<file path="src/rtl/core/recursive_lock_table_top_assert.svh">
// ----------------------------------------------------------------------------
// recursive lock table assertion macros
// shared property wrappers for the lock table checks
// ----------------------------------------------------------------------------
`ifndef RECURSIVE_LOCK_TABLE_TOP_ASSERT_SVH
`define RECURSIVE_LOCK_TABLE_TOP_ASSERT_SVH

// same-cycle implication, sampled on the rising clock edge
`define RLT_ASSERT_IMP(lbl, clk, rst_n, pre, post) \
  lbl: assert property (@(posedge clk) disable iff (!(rst_n)) (pre) |-> (post)) \
    else $error("lock table check failed");

// next-cycle implication, sampled on the rising clock edge
`define RLT_ASSERT_NXT(lbl, clk, rst_n, pre, post) \
  lbl: assert property (@(posedge clk) disable iff (!(rst_n)) (pre) |=> (post)) \
    else $error("lock table check failed");

`endif

</file>
<file path="src/rtl/core/rlt_pkg.sv">
// ----------------------------------------------------------------------------
// rlt_pkg
// types and constants shared by the recursive lock table modules
// ----------------------------------------------------------------------------
`timescale 1ns / 1ps
`default_nettype none

package rlt_pkg;

  // fixed field widths
  localparam int unsigned OP_W     = 3;
  localparam int unsigned IDX_W    = 6;
  localparam int unsigned TID_W    = 16;
  localparam int unsigned COUNT_W  = 32;
  localparam int unsigned STATUS_W = 3;

  // number of locks the index field can name
  localparam int unsigned IDX_SPAN = 1 << IDX_W;

  // request operation codes
  typedef enum logic [OP_W-1:0] {
    OP_ACQUIRE     = 3'd0,
    OP_REACQUIRE   = 3'd1,
    OP_RELEASE     = 3'd2,
    OP_RELEASE_ALL = 3'd3,
    OP_QUERY       = 3'd4
  } op_e;

  // result status codes
  typedef enum logic [STATUS_W-1:0] {
    ST_OK        = 3'd0,
    ST_BUSY      = 3'd1,
    ST_ILLEGAL   = 3'd2,
    ST_NOT_OWNER = 3'd3,
    ST_OVERFLOW  = 3'd4
  } status_e;

  // outcome of one request against one table entry
  typedef struct packed {
    status_e              status;
    logic [COUNT_W-1:0]   hold;
    logic                 we;
    logic                 own_valid;
    logic [COUNT_W-1:0]   count;
  } exec_res_t;

endpackage

`default_nettype wire

</file>
<file path="src/rtl/core/rlt_mem.sv">
// ----------------------------------------------------------------------------
// rlt_mem
// entry storage: owner thread and hold count, one write and one read port,
// registered read data
// ----------------------------------------------------------------------------
`timescale 1ns / 1ps
`default_nettype none

module rlt_mem #(
  parameter int unsigned DEPTH  = 64,
  parameter int unsigned ADDR_W = 6,
  parameter int unsigned DATA_W = 48
) (
  input  wire logic              clk_i,
  input  wire logic              we_i,
  input  wire logic [ADDR_W-1:0] waddr_i,
  input  wire logic [DATA_W-1:0] wdata_i,
  input  wire logic              re_i,
  input  wire logic [ADDR_W-1:0] raddr_i,
  output logic      [DATA_W-1:0] rdata_o
);

  logic [DATA_W-1:0] mem_q [DEPTH];
  logic [DATA_W-1:0] rdata_q;

  // write port
  always_ff @(posedge clk_i) begin
    if (we_i) begin
      mem_q[waddr_i] <= wdata_i;
    end
  end

  // read port, old data on a same-address write
  always_ff @(posedge clk_i) begin
    if (re_i) begin
      rdata_q <= mem_q[raddr_i];
    end
  end

  assign rdata_o = rdata_q;

endmodule

`default_nettype wire

</file>
<file path="src/rtl/core/rlt_exec.sv">
// ----------------------------------------------------------------------------
// rlt_exec
// applies one request to the current contents of one lock entry
// ----------------------------------------------------------------------------
`timescale 1ns / 1ps
`default_nettype none

module rlt_exec #(
  parameter int unsigned THREAD_BITS = 16
) (
  input  wire rlt_pkg::op_e                    op_i,
  input  wire logic                            in_range_i,
  input  wire logic                            cur_valid_i,
  input  wire logic [THREAD_BITS-1:0]          cur_thread_i,
  input  wire logic [rlt_pkg::COUNT_W-1:0]     cur_count_i,
  input  wire logic [THREAD_BITS-1:0]          tid_i,
  input  wire logic [rlt_pkg::COUNT_W-1:0]     count_value_i,
  output rlt_pkg::exec_res_t                   res_o
);

  logic mine;
  logic count_zero;
  logic count_max;

  assign mine       = cur_valid_i && (cur_thread_i == tid_i);
  assign count_zero = (cur_count_i == '0);
  assign count_max  = (cur_count_i == '1);

  // per-operation outcome
  always_comb begin
    res_o           = '0;
    res_o.status    = rlt_pkg::ST_OK;
    res_o.own_valid = cur_valid_i;
    res_o.count     = cur_count_i;
    if (!in_range_i) begin
      unique case (op_i)
        rlt_pkg::OP_ACQUIRE, rlt_pkg::OP_REACQUIRE, rlt_pkg::OP_RELEASE,
        rlt_pkg::OP_RELEASE_ALL, rlt_pkg::OP_QUERY: begin
          res_o.status = rlt_pkg::ST_NOT_OWNER;
        end
        default: begin
        end
      endcase
    end else begin
      unique case (op_i)
        rlt_pkg::OP_ACQUIRE: begin
          if (!cur_valid_i) begin
            res_o.we        = 1'b1;
            res_o.own_valid = 1'b1;
            res_o.count     = rlt_pkg::COUNT_W'(1);
          end else if (mine) begin
            if (count_max) begin
              res_o.status = rlt_pkg::ST_OVERFLOW;
            end else begin
              res_o.we    = 1'b1;
              res_o.count = cur_count_i + rlt_pkg::COUNT_W'(1);
            end
          end else begin
            res_o.status = rlt_pkg::ST_BUSY;
          end
        end
        rlt_pkg::OP_REACQUIRE: begin
          if (!cur_valid_i) begin
            res_o.we        = 1'b1;
            res_o.own_valid = 1'b1;
            res_o.count     = count_value_i;
          end else if (mine) begin
            res_o.status = rlt_pkg::ST_ILLEGAL;
          end else begin
            res_o.status = rlt_pkg::ST_BUSY;
          end
        end
        rlt_pkg::OP_RELEASE: begin
          if (!mine || count_zero) begin
            res_o.status = rlt_pkg::ST_NOT_OWNER;
          end else begin
            res_o.we        = 1'b1;
            res_o.count     = cur_count_i - rlt_pkg::COUNT_W'(1);
            res_o.own_valid = (cur_count_i != rlt_pkg::COUNT_W'(1));
          end
        end
        rlt_pkg::OP_RELEASE_ALL: begin
          if (!mine || count_zero) begin
            res_o.status = rlt_pkg::ST_NOT_OWNER;
          end else begin
            res_o.hold      = cur_count_i;
            res_o.we        = 1'b1;
            res_o.own_valid = 1'b0;
            res_o.count     = '0;
          end
        end
        rlt_pkg::OP_QUERY: begin
          if (mine) begin
            res_o.hold = cur_count_i;
          end
        end
        default: begin
        end
      endcase
    end
  end

endmodule

`default_nettype wire

</file>
<file path="src/rtl/core/recursive_lock_table_top.sv">
// ----------------------------------------------------------------------------
// recursive_lock_table_top
// table of recursive locks with owner thread and hold count per entry
// ----------------------------------------------------------------------------
// One item enters per cycle while the input is not stalled: the first stage
// reads the entry from the table memory, the second applies the
// operation, writes the entry back and loads the output register. Items to
// the same lock may follow each other back to back, the written entry is
// forwarded to the next read. The held flags live in flip-flops cleared by
// reset, so there is no clearing pass and the block takes items right after
// reset. Input stall rises only while stage two is full and the output is
// stalled.
`timescale 1ns / 1ps
`default_nettype none

`include "recursive_lock_table_top_assert.svh"

module recursive_lock_table_top #(
  parameter int unsigned LOCK_ENTRIES = 64,
  parameter int unsigned THREAD_BITS  = 16
) (
  input  wire logic                          clk_i,
  input  wire logic                          rst_ni,
  input  wire logic                          in_valid_i,
  output logic                               in_stall_o,
  input  wire logic [rlt_pkg::OP_W-1:0]      operation_i,
  input  wire logic [rlt_pkg::IDX_W-1:0]     lock_index_i,
  input  wire logic [rlt_pkg::TID_W-1:0]     thread_id_i,
  input  wire logic [rlt_pkg::COUNT_W-1:0]   count_value_i,
  output logic                               out_valid_o,
  input  wire logic                          out_stall_i,
  output logic [rlt_pkg::STATUS_W-1:0]       status_o,
  output logic [rlt_pkg::COUNT_W-1:0]        hold_count_o
);

  localparam int unsigned MEM_DEPTH =
    (LOCK_ENTRIES < rlt_pkg::IDX_SPAN) ? LOCK_ENTRIES : rlt_pkg::IDX_SPAN;
  localparam int unsigned ADDR_W = (MEM_DEPTH > 1) ? $clog2(MEM_DEPTH) : 1;
  localparam int unsigned DATA_W = THREAD_BITS + rlt_pkg::COUNT_W;
  localparam int unsigned LIMIT_W = 13;
  localparam logic [LIMIT_W-1:0] ENTRY_LIMIT = LIMIT_W'(LOCK_ENTRIES);

  // input side
  logic                         accept;
  logic                         in_range;
  logic [ADDR_W-1:0]            in_addr;
  logic [31:0]                  tid_ext;
  logic [THREAD_BITS-1:0]       tid_in;

  // stage two registers
  logic                         s1_valid_q, s1_valid_d;
  rlt_pkg::op_e                 s1_op_q;
  logic                         s1_in_range_q;
  logic [ADDR_W-1:0]            s1_addr_q;
  logic [THREAD_BITS-1:0]       s1_tid_q;
  logic [rlt_pkg::COUNT_W-1:0]  s1_cnt_q;
  logic                         s1_adv;

  // forwarding of the entry written in the cycle of a read
  logic                         fwd_hit_q, fwd_hit_d;
  logic [DATA_W-1:0]            fwd_data_q;

  // held flags, one per entry
  logic [MEM_DEPTH-1:0]         held_q;

  // entry data
  logic [DATA_W-1:0]            rdata;
  logic [DATA_W-1:0]            cur_data;
  logic [DATA_W-1:0]            wdata;
  logic [THREAD_BITS-1:0]       wr_thread;
  logic                         cur_valid;
  logic                         mem_we;
  rlt_pkg::exec_res_t           res;

  // output register
  logic                         out_valid_q, out_valid_d;
  rlt_pkg::status_e             status_q;
  logic [rlt_pkg::COUNT_W-1:0]  hold_q;

  // handshake
  assign s1_adv     = s1_valid_q && (!out_valid_q || !out_stall_i);
  assign in_stall_o = s1_valid_q && !s1_adv;
  assign accept     = in_valid_i && !in_stall_o;

  // request decode
  assign tid_ext  = {{(32 - rlt_pkg::TID_W){1'b0}}, thread_id_i};
  assign tid_in   = tid_ext[THREAD_BITS-1:0];
  assign in_range = ({{(LIMIT_W - rlt_pkg::IDX_W){1'b0}}, lock_index_i} < ENTRY_LIMIT);
  assign in_addr  = lock_index_i[ADDR_W-1:0];

  // entry storage
  rlt_mem #(
    .DEPTH  (MEM_DEPTH),
    .ADDR_W (ADDR_W),
    .DATA_W (DATA_W)
  ) u_mem (
    .clk_i   (clk_i),
    .we_i    (mem_we),
    .waddr_i (s1_addr_q),
    .wdata_i (wdata),
    .re_i    (accept),
    .raddr_i (in_addr),
    .rdata_o (rdata)
  );

  // current entry, forwarded when the previous item wrote it
  assign cur_data  = fwd_hit_q ? fwd_data_q : rdata;
  assign cur_valid = s1_in_range_q ? held_q[s1_addr_q] : 1'b0;

  rlt_exec #(
    .THREAD_BITS (THREAD_BITS)
  ) u_exec (
    .op_i          (s1_op_q),
    .in_range_i    (s1_in_range_q),
    .cur_valid_i   (cur_valid),
    .cur_thread_i  (cur_data[DATA_W-1:rlt_pkg::COUNT_W]),
    .cur_count_i   (cur_data[rlt_pkg::COUNT_W-1:0]),
    .tid_i         (s1_tid_q),
    .count_value_i (s1_cnt_q),
    .res_o         (res)
  );

  // write back
  assign mem_we    = s1_adv && res.we;
  assign wr_thread = res.own_valid ? s1_tid_q : '0;
  assign wdata     = {wr_thread, res.count};

  // control next values
  always_comb begin
    s1_valid_d = s1_valid_q;
    if (accept) begin
      s1_valid_d = 1'b1;
    end else if (s1_adv) begin
      s1_valid_d = 1'b0;
    end
  end

  always_comb begin
    fwd_hit_d = fwd_hit_q;
    if (accept) begin
      fwd_hit_d = mem_we && in_range && (s1_addr_q == in_addr);
    end else if (s1_adv) begin
      fwd_hit_d = 1'b0;
    end
  end

  always_comb begin
    out_valid_d = out_valid_q;
    if (s1_adv) begin
      out_valid_d = 1'b1;
    end else if (!out_stall_i) begin
      out_valid_d = 1'b0;
    end
  end

  // control registers
  always_ff @(posedge clk_i or negedge rst_ni) begin
    if (!rst_ni) begin
      s1_valid_q  <= 1'b0;
      fwd_hit_q   <= 1'b0;
      out_valid_q <= 1'b0;
      held_q      <= '0;
    end else begin
      s1_valid_q  <= s1_valid_d;
      fwd_hit_q   <= fwd_hit_d;
      out_valid_q <= out_valid_d;
      if (mem_we) begin
        held_q[s1_addr_q] <= res.own_valid;
      end
    end
  end

  // stage two payload
  always_ff @(posedge clk_i) begin
    if (accept) begin
      s1_op_q       <= rlt_pkg::op_e'(operation_i);
      s1_in_range_q <= in_range;
      s1_addr_q     <= in_addr;
      s1_tid_q      <= tid_in;
      s1_cnt_q      <= count_value_i;
      fwd_data_q    <= wdata;
    end
  end

  // result payload
  always_ff @(posedge clk_i) begin
    if (s1_adv) begin
      status_q <= res.status;
      hold_q   <= res.hold;
    end
  end

  assign out_valid_o  = out_valid_q;
  assign status_o     = status_q;
  assign hold_count_o = hold_q;

  // checks
  `RLT_ASSERT_IMP(a_stall_only_when_full, clk_i, rst_ni, in_stall_o, s1_valid_q && out_valid_q && out_stall_i)
  `RLT_ASSERT_IMP(a_fwd_needs_item, clk_i, rst_ni, fwd_hit_q, s1_valid_q)
  `RLT_ASSERT_IMP(a_no_write_out_of_range, clk_i, rst_ni, s1_valid_q && !s1_in_range_q, !res.we)
  `RLT_ASSERT_NXT(a_free_acquire_ok, clk_i, rst_ni, s1_adv && s1_in_range_q && !cur_valid && (s1_op_q == rlt_pkg::OP_ACQUIRE), out_valid_o && (status_o == rlt_pkg::ST_OK))

endmodule

`default_nettype wire

</file>
<file path="config.mk">
export PLATFORM = sky130hd
export DESIGN_NAME = recursive_lock_table_top
export DESIGN_NICKNAME = d
export VERILOG_FILES = /design/src/rtl/core/rlt_pkg.sv /design/src/rtl/core/rlt_mem.sv /design/src/rtl/core/rlt_exec.sv /design/src/rtl/core/recursive_lock_table_top.sv
export VERILOG_INCLUDE_DIRS = /design/src /design/src/rtl/core
export SDC_FILE = /design/constraint.sdc
export NUM_CORES = 2
export LEC_CHECK = 0
export BUFFER_PORTS_ARGS = -buffer_cell sky130_fd_sc_hd__buf_2
export CAP_MARGIN = 0
export CORE_MARGIN = 2
export CORE_UTILIZATION = 35
export DETAILED_ROUTE_END_ITERATION = 10
export PLACE_DENSITY_LB_ADDON = 0.3
export REMOVE_ABC_BUFFERS = 1
export SLEW_MARGIN = 20
export SYNTH_ARGS = -nofsm -noshare
export SYNTH_HDL_FRONTEND = slang
export SYNTH_SLANG_ARGS = --single-unit
</file>
<file path="constraint.sdc">
create_clock -name clk_i -period 8.5 [get_ports clk_i]
set_clock_uncertainty 0.15 [all_clocks]
set_input_delay 2.55 -clock clk_i [delete_from_list [all_inputs] [get_ports clk_i]]
set_output_delay 2.55 -clock clk_i [all_outputs]
set_load 0.01 [all_outputs]
</file>
==> metrics.cfg <==
[cts]
cts_hold_buf=0
clockRootBuffer=clkbuf_16
cts_setup_buffers=0
cts.reportedPaths.clkPinSlew_ns=0.07
cts_tree=built
clock_latency_ns=0.96
ctsResizeCount=0
cts_sinks=3327
ctsLongestPathBuffers=4
numCtsBuffers=353
htree_levels=5

[global_routing]
grt_pass1_wl_um=505800
grt_pass1_vias=62690
grt_max_degree=135
globalRouteTotalUtil_pct=19.20
gr-total-overflow=0
grt_antenna_before_repair=29

[detailed_routing]
drt_iter0_drc=8290
viasPerCell=5.581
route.detailed.drc=0
wl_um=364800
wl_per_cell_um=32.70
first_pass_iters=5
drt.antenna.violating_nets=0
vias=62260

[floorplan]
rows=223
dieHeight_um=612.8
io_pins=98
fp.coreArea_um2=368900
dieWidth_um=612.8
start_util_pct=35.17
die-area_um2=375500

[critical_path]
critical_path_class=reg -> reg
r2r-start=fwd_hit_q$_DFFE_PN0P_
cp_data_arrival_time_ns=7.14
crit_chain=buf_4 -> or3b_2 -> a222oi_1 -> and4bb_1 -> nand4_2 -> and2_1 -> and2_1 -> nand2_2 -> a21o_4 -> and2_1 -> buf_4
critPathMaxFanout=80
cpMostUsedCell=and2_1
end_kind=flip-flop
crit_path_start=fwd_hit_q$_DFFE_PN0P_
slowest_stage=dfrtp_4
cp_slowest_stage_delay_ns=0.92
start_kind=flip-flop
required_ns=9.01

[job]
cap_violations=0

[yosys]
ys_dominant_reg_cell=edfxtp_1
synth-seq-cells=3327
syn-cell-area_um2=129700
ys_seq_area_share_pct=76.75
async_flop_share_pct=2.014
avgSynthCellArea_um2=23.57
netlist_instances=5503
synth.distinct_cells=90
synth-edff-count=3260
yosysWarnings=0

[sta]
whs_ns=0.3370
fmax_mhz=150.8
finalSetupViolations=0
fin_ws_ns=1.869
finalHoldViolCount=0
period_share_pct=78.02
drv_slew=0
worstMarginPinSlew_ns=1.167
tns_ns=0
relSlewSlack_pct=21.87
period_minus_slack_ns=6.631
rsz0062_at_grt=false

[status]
status=finished clean

[final_layout]
final_util_pct=40.48
nets=5985
area.growth.synth_to_final_pct=15.10
drive_gt1_share_pct=32.37

[place]
io_buffers=97
dp_hpwl_um=214400
gp_congestion=0.8570
pre_cts_ws_ns=2.006

[min_path]
hold_path_class=reg -> reg
min_from=held_q[26]$_DFFE_PN0P_

[power_and_ir_drop]
p_leak_uw=0.04678
power_density_nw_per_um2=236.6
finalPower_uw=35330
ir_drop_uv=178.3

-- registers in the layout, indices dropped and copies added (netlist names) --
name and flops:
s1_tid_q 16, fwd_data_q 48, out_valid_o 1, u_mem.mem_q 3072
hold_count_o 32, s1_addr_q 6, fwd_hit_q 1, s1_op_q 3
u_mem.rdata_o 48, held_q 64, s1_cnt_q 32, s1_valid_q 1
status_o 3
-- layout make-up --
class | instances | area (µm²)
antenna | 9 | 22.52
clock buffer | 438 | 9341
clock inverter | 196 | 1485
fill | 32270 | 219500
inverter | 16 | 67.56
multi-input combinational | 1858 | 29490
sequential | 3327 | 99570
tap | 4950 | 6193
timing repair buffer | 362 | 3141
-- worst max-delay path: cells and delay by family, from the launching register on --
family | cells | cell delay (ns)
AO/OA/AOI/OAI | 2 | 1.25
buffers and inverters | 2 | 1.11
flip-flops | 1 | 0.92
AND/OR/NAND/NOR | 7 | 2.69
-- per-stage QoR --
stage	area, µm²	std cells
2_1_floorplan	128400	5201
3_3_place_gp	138400	10510
3_5_place_dp	138400	10510
4_1_cts	149300	11150
5_1_grt	149300	11150
6_report	149300	11160
-- Yosys cell counts, types with 11 or more instances --
master	n	area share (%)
a21oi_1	32	0.12
and2_1	29	0.14
and3_1	14	0.068
buf_1	72	0.21
buf_2	20	0.077
buf_6	17	0.15
clkbuf_1	182	0.53
dfrtp_1	67	1.3
edfxtp_1	3260	75
inv_1	15	0.043
mux2_1	46	0.40
mux2_2	28	0.24
mux2_4	20	0.23
mux2i_1	61	0.47
mux4_2	999	17
nand2_1	87	0.25
nand2b_1	13	0.063
nand3_1	27	0.10
nand4_1	26	0.13
nor2_1	84	0.24
nor3_1	37	0.14
nor3_2	49	0.38
nor4_1	11	0.053
o21ai_0	47	0.18
or3_1	12	0.058
xnor2_1	20	0.14
xor2_1	25	0.17
-- placed cells by master (no fill, tap or decap), drive strengths merged, types with 6 or more instances in the layout --
cell      synthesis  final
edfxtp         3260   3260
mux4            999    999
clkbuf          182    438
buf             120    362
clkinv            0    154
mux2             94     94
nand2            89     89
nor3             86     86
nor2             84     84
dfrtp            67     67
mux2i            63     63
o21ai            50     50
inv              16     37
a21oi            32     32
and2             29     29
nand3            28     28
nand4            27     27
xor2             25     25
xnor2            20     20
bufinv            0     15
and3             14     14
nand2b           13     13
or3              13     13
nor4             13     13
a22oi            11     11
o211ai           10     10
nor3b            10     10
diode             0      9
nor2b             9      9
o22ai             9      9
a31oi             8      8
a21o              8      8
nand3b            7      7
a211oi            7      7
ha                6      6
clkinvlp          0      6
-- worst paths after layout --
path                                                 endpoint  slack, ns  cells after the start
worst max-delay path            u_mem.mem_q[45][41]$_DFFE_PP_       1.87                     11
max in group asynchronous              held_q[60]$_DFFE_PN0P_       5.60                      2
worst max register to register  u_mem.mem_q[45][41]$_DFFE_PP_       1.87                     11
min in group asynchronous              s1_valid_q$_DFFE_PN0P_       1.37                      1
worst min register to register         held_q[26]$_DFFE_PN0P_       0.34                      1
worst min-delay path                   held_q[26]$_DFFE_PN0P_       0.34                      1
-- power by group --
part	switching, µW	internal (µW)	total [µW]
Clock	6330	8260	14600
Combinational	1450	718	2160
Sequential	107	18500	18600
-- per-layer routing --
layer | part of all wire (%) | vias up | track usage, %
met4 | 3.4 | 8 | 6.059
met5 | 0.015 | - | 0
met1 | 41 | 34540 | 26.85
li1 | - | 24610 | -
met3 | 7.0 | 461 | 2.846
met2 | 48 | 2638 | 31.04
-- cells by family after synthesis --
family                   count (synthesis)  synth area share (%)
AO/OA/AOI/OAI                          206                 1.109
XOR/XNOR                                45                0.3038
adder cells (fa/ha/maj)                  6               0.05787
buffers and inverters                  318                 1.087
flip-flops                            3327                 76.75
multiplexers                          1156                 18.71
AND/OR/NAND/NOR                        445                 1.980
No activity file was read; power rests on OpenSTA's default activity.
